--- src/rtl/assert_macros.svh ---
// ----------------------------------------------------------------------------
// Assertion macros
// Shared concurrent assertion wrappers clocked on clk and disabled in reset.
// ----------------------------------------------------------------------------
`ifndef ASSERT_MACROS_SVH
`define ASSERT_MACROS_SVH

// Checks that a condition holds at every clock edge.
`define NTRW_ASSERT(label, cond, msg) \
    label: assert property (@(posedge clk) disable iff (!rst_n) (cond)) else $error(msg);

// Checks that the consequent holds whenever the antecedent holds.
`define NTRW_ASSERT_IMPL(label, ante, cons, msg) \
    label: assert property (@(posedge clk) disable iff (!rst_n) (ante) |-> (cons)) \
        else $error(msg);

`endif

--- src/rtl/ntrw_pkg.sv ---
// ----------------------------------------------------------------------------
// Neighbour table package
// Field widths, action codes and shared types of the neighbour table.
// ----------------------------------------------------------------------------
package ntrw_pkg;

    localparam int ADDR_W       = 56;
    localparam int LVL_W        = 8;
    localparam int TS_W         = 32;
    localparam int SLOT_W       = 4;
    localparam int ACT_W        = 3;
    localparam int CNT_OUT_W    = 5;
    localparam int CAPACITY_DEF = 16;

    localparam logic KIND_REPORT = 1'b0;
    localparam logic KIND_READ   = 1'b1;

    localparam logic [ACT_W-1:0] ACT_REFRESH = 3'd0;
    localparam logic [ACT_W-1:0] ACT_APPEND  = 3'd1;
    localparam logic [ACT_W-1:0] ACT_REPLACE = 3'd2;
    localparam logic [ACT_W-1:0] ACT_DROP    = 3'd3;
    localparam logic [ACT_W-1:0] ACT_READ    = 3'd4;

    typedef struct packed {
        logic              kind;
        logic [ADDR_W-1:0] neighbour_addr;
        logic [LVL_W-1:0]  signal_level;
        logic [TS_W-1:0]   timestamp;
        logic [SLOT_W-1:0] slot_index;
    } in_item_t;

    typedef struct packed {
        logic [ACT_W-1:0]     action;
        logic [SLOT_W-1:0]    slot;
        logic [CNT_OUT_W-1:0] entry_count;
        logic [ADDR_W-1:0]    read_addr;
        logic [LVL_W-1:0]     read_level;
        logic [TS_W-1:0]      read_time;
    } out_item_t;

    typedef struct packed {
        logic              addr_en;
        logic              lt_en;
        logic [ADDR_W-1:0] addr;
        logic [LVL_W-1:0]  level;
        logic [TS_W-1:0]   tstamp;
    } store_wr_t;

    typedef struct packed {
        logic [ADDR_W-1:0] addr;
        logic [LVL_W-1:0]  level;
        logic [TS_W-1:0]   tstamp;
    } store_rd_t;

endpackage

--- src/rtl/ntrw_in_if.sv ---
// ----------------------------------------------------------------------------
// Neighbour table input channel
// Valid/ready channel carrying report and read transactions.
// ----------------------------------------------------------------------------
interface ntrw_in_if;
    import ntrw_pkg::*;

    logic              valid;
    logic              ready;
    logic              kind;
    logic [ADDR_W-1:0] neighbour_addr;
    logic [LVL_W-1:0]  signal_level;
    logic [TS_W-1:0]   timestamp;
    logic [SLOT_W-1:0] slot_index;

    modport source (
        output valid, kind, neighbour_addr, signal_level, timestamp, slot_index,
        input  ready
    );

    modport sink (
        input  valid, kind, neighbour_addr, signal_level, timestamp, slot_index,
        output ready
    );
endinterface

--- src/rtl/ntrw_out_if.sv ---
// ----------------------------------------------------------------------------
// Neighbour table result channel
// Valid/ready channel carrying one result transaction per input transaction.
// ----------------------------------------------------------------------------
interface ntrw_out_if;
    import ntrw_pkg::*;

    logic                 valid;
    logic                 ready;
    logic [ACT_W-1:0]     action;
    logic [SLOT_W-1:0]    slot;
    logic [CNT_OUT_W-1:0] entry_count;
    logic [ADDR_W-1:0]    read_addr;
    logic [LVL_W-1:0]     read_level;
    logic [TS_W-1:0]      read_time;

    modport source (
        output valid, action, slot, entry_count, read_addr, read_level, read_time,
        input  ready
    );

    modport sink (
        input  valid, action, slot, entry_count, read_addr, read_level, read_time,
        output ready
    );
endinterface

--- src/rtl/ntrw_store.sv ---
// ----------------------------------------------------------------------------
// Neighbour table entry store
// Address, level and timestamp memories with one write and one registered read.
// ----------------------------------------------------------------------------
module ntrw_store #(
    parameter int CAPACITY = 16,
    parameter int IDX_W    = 4
) (
    input  logic                clk,
    input  ntrw_pkg::store_wr_t wr,
    input  logic [IDX_W-1:0]    wr_idx,
    input  logic                rd_en,
    input  logic [IDX_W-1:0]    rd_idx,
    output ntrw_pkg::store_rd_t rd_data
);
    import ntrw_pkg::*;

    logic [ADDR_W-1:0] addr_mem [CAPACITY];
    logic [LVL_W-1:0]  level_mem [CAPACITY];
    logic [TS_W-1:0]   time_mem [CAPACITY];
    store_rd_t         rd_reg;

    always_ff @(posedge clk)
    begin
        if (wr.addr_en)
        begin
            addr_mem[wr_idx] <= wr.addr;
        end
        if (wr.lt_en)
        begin
            level_mem[wr_idx] <= wr.level;
            time_mem[wr_idx]  <= wr.tstamp;
        end
    end

    always_ff @(posedge clk)
    begin
        if (rd_en)
        begin
            rd_reg.addr   <= addr_mem[rd_idx];
            rd_reg.level  <= level_mem[rd_idx];
            rd_reg.tstamp <= time_mem[rd_idx];
        end
    end

    assign rd_data = rd_reg;

endmodule

--- src/rtl/ntrw_seq.sv ---
// ----------------------------------------------------------------------------
// Neighbour table sequencer
// Scans the store one slot per cycle through a shared address and level
// comparator, then refreshes, appends, replaces or drops the report; also serves slot reads.
// ----------------------------------------------------------------------------
`include "assert_macros.svh"

module ntrw_seq #(
    parameter int CAPACITY = 16,
    parameter int IDX_W    = 4,
    parameter int CNT_W    = 5
) (
    input  logic                clk,
    input  logic                rst_n,
    input  logic                in_valid,
    output logic                in_ready,
    input  ntrw_pkg::in_item_t  in_item,
    output ntrw_pkg::store_wr_t wr,
    output logic [IDX_W-1:0]    wr_idx,
    output logic                rd_en,
    output logic [IDX_W-1:0]    rd_idx,
    input  ntrw_pkg::store_rd_t rd_data,
    output logic                done_valid,
    input  logic                done_take,
    output ntrw_pkg::out_item_t done_item
);
    import ntrw_pkg::*;

    localparam logic [1:0] ST_IDLE = 2'd0;
    localparam logic [1:0] ST_SCAN = 2'd1;
    localparam logic [1:0] ST_READ = 2'd2;
    localparam logic [1:0] ST_DONE = 2'd3;

    logic [1:0]       state_reg, state_next;
    logic [CNT_W-1:0] cnt_reg, cnt_next;
    logic [CNT_W-1:0] iss_reg, iss_next;
    logic             chk_vld_reg, chk_vld_next;
    logic [IDX_W-1:0] chk_idx_reg, chk_idx_next;
    logic [LVL_W-1:0] worst_reg, worst_next;
    logic [IDX_W-1:0] pick_reg, pick_next;
    logic             rd_ok_reg, rd_ok_next;
    in_item_t         item_reg, item_next;
    out_item_t        res_reg, res_next;
    logic             hit;
    logic             weaker;

    assign hit    = chk_vld_reg && (rd_data.addr == item_reg.neighbour_addr);
    assign weaker = chk_vld_reg && (rd_data.level > worst_reg);

    always_comb
    begin
        state_next   = state_reg;
        cnt_next     = cnt_reg;
        iss_next     = iss_reg;
        chk_vld_next = chk_vld_reg;
        chk_idx_next = chk_idx_reg;
        worst_next   = worst_reg;
        pick_next    = pick_reg;
        rd_ok_next   = rd_ok_reg;
        item_next    = item_reg;
        res_next     = res_reg;
        wr           = '0;
        wr_idx       = chk_idx_reg;
        rd_en        = 1'b0;
        rd_idx       = iss_reg[IDX_W-1:0];

        unique case (state_reg)
            ST_IDLE:
            begin
                if (in_valid)
                begin
                    item_next = in_item;
                    if (in_item.kind == KIND_READ)
                    begin
                        rd_en      = 1'b1;
                        rd_idx     = IDX_W'(in_item.slot_index);
                        rd_ok_next = 32'(in_item.slot_index) < 32'(cnt_reg);
                        state_next = ST_READ;
                    end
                    else
                    begin
                        iss_next     = '0;
                        chk_vld_next = 1'b0;
                        worst_next   = '0;
                        pick_next    = '0;
                        state_next   = ST_SCAN;
                    end
                end
            end
            ST_SCAN:
            begin
                res_next             = '0;
                res_next.entry_count = CNT_OUT_W'(cnt_reg);
                wr.addr              = item_reg.neighbour_addr;
                wr.level             = item_reg.signal_level;
                wr.tstamp            = item_reg.timestamp;
                if (hit)
                begin
                    wr.lt_en        = 1'b1;
                    wr_idx          = chk_idx_reg;
                    res_next.action = ACT_REFRESH;
                    res_next.slot   = SLOT_W'(chk_idx_reg);
                    chk_vld_next    = 1'b0;
                    state_next      = ST_DONE;
                end
                else
                begin
                    if (weaker)
                    begin
                        worst_next = rd_data.level;
                        pick_next  = chk_idx_reg;
                    end
                    if (iss_reg < cnt_reg)
                    begin
                        rd_en        = 1'b1;
                        chk_vld_next = 1'b1;
                        chk_idx_next = iss_reg[IDX_W-1:0];
                        iss_next     = iss_reg + 1'b1;
                    end
                    else
                    begin
                        chk_vld_next = 1'b0;
                        if (!chk_vld_reg)
                        begin
                            state_next = ST_DONE;
                            priority if (cnt_reg < CNT_W'(CAPACITY))
                            begin
                                wr.addr_en           = 1'b1;
                                wr.lt_en             = 1'b1;
                                wr_idx               = cnt_reg[IDX_W-1:0];
                                cnt_next             = cnt_reg + 1'b1;
                                res_next.action      = ACT_APPEND;
                                res_next.slot        = SLOT_W'(cnt_reg);
                                res_next.entry_count = CNT_OUT_W'(cnt_next);
                            end
                            else if (worst_reg > item_reg.signal_level)
                            begin
                                wr.addr_en      = 1'b1;
                                wr.lt_en        = 1'b1;
                                wr_idx          = pick_reg;
                                res_next.action = ACT_REPLACE;
                                res_next.slot   = SLOT_W'(pick_reg);
                            end
                            else
                            begin
                                res_next.action = ACT_DROP;
                            end
                        end
                    end
                end
            end
            ST_READ:
            begin
                res_next             = '0;
                res_next.action      = ACT_READ;
                res_next.slot        = item_reg.slot_index;
                res_next.entry_count = CNT_OUT_W'(cnt_reg);
                if (rd_ok_reg)
                begin
                    res_next.read_addr  = rd_data.addr;
                    res_next.read_level = rd_data.level;
                    res_next.read_time  = rd_data.tstamp;
                end
                state_next = ST_DONE;
            end
            ST_DONE:
            begin
                if (done_take)
                begin
                    state_next = ST_IDLE;
                end
            end
            default:
            begin
                state_next = ST_IDLE;
            end
        endcase
    end

    always_ff @(posedge clk or negedge rst_n)
    begin
        if (!rst_n)
        begin
            state_reg   <= ST_IDLE;
            cnt_reg     <= '0;
            iss_reg     <= '0;
            chk_vld_reg <= 1'b0;
        end
        else
        begin
            state_reg   <= state_next;
            cnt_reg     <= cnt_next;
            iss_reg     <= iss_next;
            chk_vld_reg <= chk_vld_next;
        end
    end

    always_ff @(posedge clk)
    begin
        chk_idx_reg <= chk_idx_next;
        worst_reg   <= worst_next;
        pick_reg    <= pick_next;
        rd_ok_reg   <= rd_ok_next;
        item_reg    <= item_next;
        res_reg     <= res_next;
    end

    assign in_ready   = (state_reg == ST_IDLE);
    assign done_valid = (state_reg == ST_DONE);
    assign done_item  = res_reg;

    `NTRW_ASSERT(a_cnt_bound, (cnt_reg <= CNT_W'(CAPACITY)), "Entry count exceeds capacity.")
    `NTRW_ASSERT_IMPL(a_cnt_step, (cnt_reg != $past(cnt_reg)), (cnt_reg == $past(cnt_reg) + 1'b1 && $past(state_reg) == ST_SCAN), "Entry count changed other than by an append.")
    `NTRW_ASSERT_IMPL(a_slot_range, (state_reg == ST_DONE && res_reg.action != ACT_READ && res_reg.action != ACT_DROP), (32'(res_reg.slot) < CAPACITY), "Report touched a slot beyond capacity.")
    `NTRW_ASSERT_IMPL(a_scan_bound, (state_reg == ST_SCAN), (iss_reg <= cnt_reg), "Scan pointer ran past the valid entries.")

endmodule

--- src/rtl/neighbour_table_replace_weakest_core.sv ---
// ----------------------------------------------------------------------------
// Neighbour table with weakest-entry replacement
// Top level: sequencer, entry store and result output register.
// ----------------------------------------------------------------------------
// The item channel takes report and read transactions. A report looks up its
// address; a hit refreshes level and timestamp, a miss appends while the table
// has room, and a full table replaces the first entry with the greatest level
// if that level is greater than the reported one, otherwise the report is
// dropped. A read returns the contents of one slot, or zeros for an unused
// slot. Every item gives exactly one transaction on the result channel.
// A report that misses is checked against every valid entry, since the shared
// comparator checks one slot per cycle behind a registered memory read; a hit
// ends the scan at that slot, and a read passes through the registered memory
// read alone. The item channel is ready only while the sequencer is idle, one
// item at a time, so an item is not accepted before the last one is finished.
// Reset empties the table at once; no clearing pass is needed. When the
// receiver stalls, the finished result waits in the output register and the
// block can accept and work on one more item, holding its result until the
// output register is free.
// ----------------------------------------------------------------------------
module neighbour_table_replace_weakest_core #(
    parameter int CAPACITY = ntrw_pkg::CAPACITY_DEF
) (
    input logic        clk,
    input logic        rst_n,
    ntrw_in_if.sink    item,
    ntrw_out_if.source result
);
    import ntrw_pkg::*;

    localparam int IDX_W = (CAPACITY > 1) ? $clog2(CAPACITY) : 1;
    localparam int CNT_W = $clog2(CAPACITY + 1);

    in_item_t         in_item;
    store_wr_t        wr;
    logic [IDX_W-1:0] wr_idx;
    logic             rd_en;
    logic [IDX_W-1:0] rd_idx;
    store_rd_t        rd_data;
    logic             done_valid;
    logic             done_take;
    out_item_t        done_item;
    logic             out_vld_reg;
    out_item_t        out_item_reg;

    assign in_item.kind           = item.kind;
    assign in_item.neighbour_addr = item.neighbour_addr;
    assign in_item.signal_level   = item.signal_level;
    assign in_item.timestamp      = item.timestamp;
    assign in_item.slot_index     = item.slot_index;

    ntrw_seq #(
        .CAPACITY (CAPACITY),
        .IDX_W    (IDX_W),
        .CNT_W    (CNT_W)
    ) u_seq (
        .clk        (clk),
        .rst_n      (rst_n),
        .in_valid   (item.valid),
        .in_ready   (item.ready),
        .in_item    (in_item),
        .wr         (wr),
        .wr_idx     (wr_idx),
        .rd_en      (rd_en),
        .rd_idx     (rd_idx),
        .rd_data    (rd_data),
        .done_valid (done_valid),
        .done_take  (done_take),
        .done_item  (done_item)
    );

    ntrw_store #(
        .CAPACITY (CAPACITY),
        .IDX_W    (IDX_W)
    ) u_store (
        .clk     (clk),
        .wr      (wr),
        .wr_idx  (wr_idx),
        .rd_en   (rd_en),
        .rd_idx  (rd_idx),
        .rd_data (rd_data)
    );

    assign done_take = done_valid && (!out_vld_reg || result.ready);

    always_ff @(posedge clk or negedge rst_n)
    begin
        if (!rst_n)
        begin
            out_vld_reg <= 1'b0;
        end
        else if (done_take)
        begin
            out_vld_reg <= 1'b1;
        end
        else if (result.ready)
        begin
            out_vld_reg <= 1'b0;
        end
    end

    always_ff @(posedge clk)
    begin
        if (done_take)
        begin
            out_item_reg <= done_item;
        end
    end

    assign result.valid       = out_vld_reg;
    assign result.action      = out_item_reg.action;
    assign result.slot        = out_item_reg.slot;
    assign result.entry_count = out_item_reg.entry_count;
    assign result.read_addr   = out_item_reg.read_addr;
    assign result.read_level  = out_item_reg.read_level;
    assign result.read_time   = out_item_reg.read_time;

endmodule
--- src/flat_wrapper.sv ---
// flat-port wrapper written by rule: the top's interface ports become plain ports
module neighbour_table_replace_weakest_core_flat import ntrw_pkg::*;
#(
    parameter int CAPACITY = ntrw_pkg::CAPACITY_DEF
)
  (clk, rst_n, item_valid, item_kind, item_neighbour_addr, item_signal_level, item_timestamp, item_slot_index, item_ready, result_valid, result_action, result_slot, result_entry_count, result_read_addr, result_read_level, result_read_time, result_ready);
  ntrw_in_if item_i ();
  ntrw_out_if result_i ();
  input logic clk;
  input logic rst_n;
  input wire logic [$bits(item_i.valid)-1:0] item_valid;
  input wire logic [$bits(item_i.kind)-1:0] item_kind;
  input wire logic [$bits(item_i.neighbour_addr)-1:0] item_neighbour_addr;
  input wire logic [$bits(item_i.signal_level)-1:0] item_signal_level;
  input wire logic [$bits(item_i.timestamp)-1:0] item_timestamp;
  input wire logic [$bits(item_i.slot_index)-1:0] item_slot_index;
  output wire logic [$bits(item_i.ready)-1:0] item_ready;
  output wire logic [$bits(result_i.valid)-1:0] result_valid;
  output wire logic [$bits(result_i.action)-1:0] result_action;
  output wire logic [$bits(result_i.slot)-1:0] result_slot;
  output wire logic [$bits(result_i.entry_count)-1:0] result_entry_count;
  output wire logic [$bits(result_i.read_addr)-1:0] result_read_addr;
  output wire logic [$bits(result_i.read_level)-1:0] result_read_level;
  output wire logic [$bits(result_i.read_time)-1:0] result_read_time;
  input wire logic [$bits(result_i.ready)-1:0] result_ready;
  assign item_i.valid = item_valid;
  assign item_i.kind = item_kind;
  assign item_i.neighbour_addr = item_neighbour_addr;
  assign item_i.signal_level = item_signal_level;
  assign item_i.timestamp = item_timestamp;
  assign item_i.slot_index = item_slot_index;
  assign item_ready = item_i.ready;
  assign result_valid = result_i.valid;
  assign result_action = result_i.action;
  assign result_slot = result_i.slot;
  assign result_entry_count = result_i.entry_count;
  assign result_read_addr = result_i.read_addr;
  assign result_read_level = result_i.read_level;
  assign result_read_time = result_i.read_time;
  assign result_i.ready = result_ready;
  neighbour_table_replace_weakest_core #(.CAPACITY(CAPACITY)) u_core (.clk(clk), .rst_n(rst_n), .item(item_i), .result(result_i));
endmodule
--- config.mk ---
export PLATFORM = sky130hd
export DESIGN_NAME = neighbour_table_replace_weakest_core_flat
export DESIGN_NICKNAME = d
export VERILOG_FILES = /design/src/rtl/ntrw_pkg.sv /design/src/rtl/ntrw_in_if.sv /design/src/rtl/ntrw_out_if.sv /design/src/rtl/ntrw_store.sv /design/src/rtl/ntrw_seq.sv /design/src/rtl/neighbour_table_replace_weakest_core.sv /design/src/flat_wrapper.sv
export VERILOG_INCLUDE_DIRS = /design/src /design/src/rtl
export SDC_FILE = /design/constraint.sdc
export NUM_CORES = 2
export LEC_CHECK = 0
export BUFFER_PORTS_ARGS = -buffer_cell sky130_fd_sc_hd__buf_4
export CORE_UTILIZATION = 50
export DETAILED_ROUTE_END_ITERATION = 8
export HOLD_SLACK_MARGIN = 0.02
export PLACE_DENSITY = 0.71
export SYNTH_ARGS = -nofsm -noshare
export SYNTH_HDL_FRONTEND = slang
export SYNTH_SLANG_ARGS = --single-unit
--- constraint.sdc ---
create_clock -name clk -period 9.4 [get_ports clk]
set_clock_uncertainty 0.1 [all_clocks]
set_input_delay 0.47 -clock clk [delete_from_list [all_inputs] [get_ports clk]]
set_output_delay 0.47 -clock clk [all_outputs]
set_load 0.02 [all_outputs]
==> results.sh <==
export IMPL_syn_inst=5093
export IMPL_cp_end_kind="flip-flop"
export IMPL_nNetsFinal=5463
export IMPL_rsz0062_at_grt="false"
export IMPL_grt_overflow=0
export IMPL_cts_tree="done"
export IMPL_synth_edff_count=1965
export IMPL_wl_um=197000
export IMPL_tightest_slew_ps=1170
export IMPL_drv_cap=0
export IMPL_start_util=0.506
export IMPL_port_buffers=214
export IMPL_grt_start_max_net_pins=243
export IMPL_yosys_warnings=0
export IMPL_layout_common_cells="edfxtp_1, nand2_1, a211oi_1"
export IMPL_reg2reg_to="u_core.u_store.rd_data[46]"
export IMPL_start_kind="flip-flop"
export IMPL_layoutNonFillerInstCount=7519
export IMPL_status="finished, final reports clean"
export IMPL_grt_pass1_vias=43800
export IMPL_drive_above_1_share=0.112
export IMPL_setup_viol=0
export IMPL_largest_reg_flops=896
export IMPL_wl_met2_um=91600
export IMPL_hold_depth=3
export IMPL_topRoutingLayerUsed="met5"
export IMPL_pin_count=215
export IMPL_dp_cells=7061
export IMPL_synth_mux_area_frac=0.00126
export IMPL_syn_area_mm2=0.0772
export IMPL_fin_tns_setup_ps=0
export IMPL_r2r_start="u_core.u_seq.item_reg[86]"
export IMPL_htreeDepth=4
export IMPL_netlist_cell_type_count=57
export IMPL_vias=45900
export IMPL_vias_per_cell=6.11
export IMPL_dr_first_iter_drc_count=5896
export IMPL_syn_area_per_cell_um2=15.2
export IMPL_antenna_found_initial=9
export IMPL_grt_pass1_wl_um=286000
export IMPL_synth_top_family_by_area="compound AO/OA/AOI/OAI gates"
export IMPL_p_leak_nw=29.6
export IMPL_hold_viol_final=0
export IMPL_ys_async_sr_fraction=0.00707
export IMPL_cts_buffer_depth=3
export IMPL_die_w_um=395
export IMPL_track_usage=0.248
export IMPL_final_max_slew_viol_count=0
export IMPL_synthXorXnorAreaFrac=0.00704
export IMPL_criticalPathCategory="reg -> reg"
export IMPL_finalInstanceArea_mm2=0.0879
export IMPL_peakVddDrop_mv=0.480
export IMPL_die_area_mm2=0.156
export IMPL_yosys_area_share_simple=0.0941
export IMPL_cts_made_buffers=192
export IMPL_place_area_mm2=0.0809
export IMPL_dp_hpwl_um=101000
export IMPL_ant_nets=0
export IMPL_clock_latency_ps=830
export IMPL_core_rowCount=143
export IMPL_critPathMaxFanout=42
export IMPL_cp_data_arrival_time_ps=5510
export IMPL_first_pass_iters=7
export IMPL_clock_fmax_ghz=0.194
export IMPL_clock_root_buffer="clkbuf_16"
export IMPL_worst_slack_ps=4250
export IMPL_min_from="item_valid"
export IMPL_area_delta_synth_final_pct=13.9
export IMPL_period_minus_slack_ps=5150
export IMPL_reg_top3="u_core.u_store.addr_mem: 896 flops, u_core.u_store.time_mem: 512 flops, u_core.u_store.level_mem: 128 flops"
export IMPL_synth_flop_cell="edfxtp_1"
export IMPL_wl_met1_um=79400
export IMPL_routedWlPerCell_um=26.2
export IMPL_final_common_cell="edfxtp_1"
export IMPL_synth_seq_cells=1979
export IMPL_hold_end="u_core.u_seq.rd_ok_reg"
export IMPL_fin_crit_sh=0.548
export IMPL_hold_path_class="in -> reg"
export IMPL_worst_ep_required_time_ps=9760
export IMPL_ff2ff_setup_slack_ps=4250
export IMPL_place_ws_ps=4470
export IMPL_gp_congestion=0.854
export IMPL_met3RoutedLength_um=19600
export IMPL_fill_cells=11300
export IMPL_relSlewSlack=0.221
export IMPL_r2r_cells=9
export IMPL_path_clk_slew_ps=60
export IMPL_die_h_um=395
export IMPL_synth_yosys_seq_area_share=0.769
export IMPL_synth_compound_area_share=0.103
export IMPL_syn_nets=5227
export IMPL_regMostFlops="u_core.u_store.addr_mem"
export IMPL_synth_adder_area_share=0.00470
export IMPL_drc=0
export IMPL_core_area_mm2=0.153
export IMPL_powerDensity_mw_per_mm2=295
export IMPL_clock_sinks=1979
-- per-layer routing --
metal,vias to the layer above,GRT usage
met5,-,0
met4,6,0.0856
met2,2425,0.384
li1,20100,-
met3,347,0.0457
met1,23100,0.355
-- critical path, cell delays in order (launching register included) --
cell	delay, ps
edfxtp_1	390
xor2_1	220
nor4_1	930
nand4_1	420
nor4_4	820
nor2b_1	320
nand2_1	220
nand2_4	360
buf_4	470
buf_4	460
-- synth_stat cells (all sizes together), types with 15 or more instances --
cell type  instances  area (um^2)
buf               93          485
and2             483         3020
inv               31          116
and3              99          619
clkbuf           269         1010
o21ai             16         80.1
ha                29          363
a311oi           192         1680
nor2              25         96.4
edfxtp          1965        59000
nor3              36          180
a31oi            194         1210
xor2              58          508
a21oi            205         1030
a211oi           483         3630
nor4              15          109
nand2            798         3000
-- layout make-up --
class	count	area, um^2	area share
flip-flops and latches	1979	59400	0.675
multi-input cells	2720	16500	0.187
clock buffers	237	5000	0.0569
repair buffers	404	3390	0.0386
well taps	2030	2540	0.0289
clock inverters	115	1020	0.0116
inverters	32	120	0.00137
diodes	2	5.00	0.0000569
-- worst max path at each step --
stage,from,end,slack [ps],depth (start not counted)
CTS,u_core.u_store.rd_data[65],u_core.u_store.rd_data[46],4440,9
floorplan,u_core.u_seq.cnt_reg[4],u_core.u_store.addr_mem[8][0],2620,10
global placement,u_core.u_seq.item_reg[86],u_core.u_store.rd_data[64],4540,9
detailed placement,u_core.u_seq.item_reg[86],u_core.u_store.rd_data[65],4470,9
finish,u_core.u_seq.item_reg[86],u_core.u_store.rd_data[46],4250,9
global route,u_core.u_seq.cnt_reg[4],u_core.u_store.rd_data[60],4170,9
-- power by group --
| part | switching (W) | internal (W) | leakage [nW] | total [W] |
|---|---|---|---|---|
| Clock | 0.00325 | 0.00412 | 2.94 | 0.00738 |
| Sequential | 0.000459 | 0.0117 | 18.4 | 0.0122 |
| Combinational | 0.00474 | 0.00166 | 8.22 | 0.00640 |
-- cell families (layout without fill, tap and decap cells) --
logic type / Yosys count / in the layout
simple gates: 1494 / 1494
flops: 1979 / 1979
other cells: 0 / 2
compound gates: 1126 / 1126
fa+ha+maj: 29 / 29
xor+xnor: 62 / 62
buf+inv: 394 / 788
mux: 9 / 9
-- per-stage QoR --
stage / total power, W / utilization / hold slack [ps]
global placement: 0.0185 / 0.530 / 243
CTS: 0.0260 / 0.576 / 192
detailed placement: 0.0186 / 0.530 / 244
global route: 0.0269 / 0.576 / 219
floorplan: 0.0163 / - / 74.4
finish: 0.0260 / 0.576 / 260
-- repair_timing --
| action | in CTS | in global routing |
|---|---|---|
| gates resized for setup | 0 | 0 |
| endpoints found under the hold margin | 117 | 0 |
| setup buffers | 0 | 0 |
| hold buffers | 104 | 0 |
Note: power is estimated with default switching activity, not from simulation.
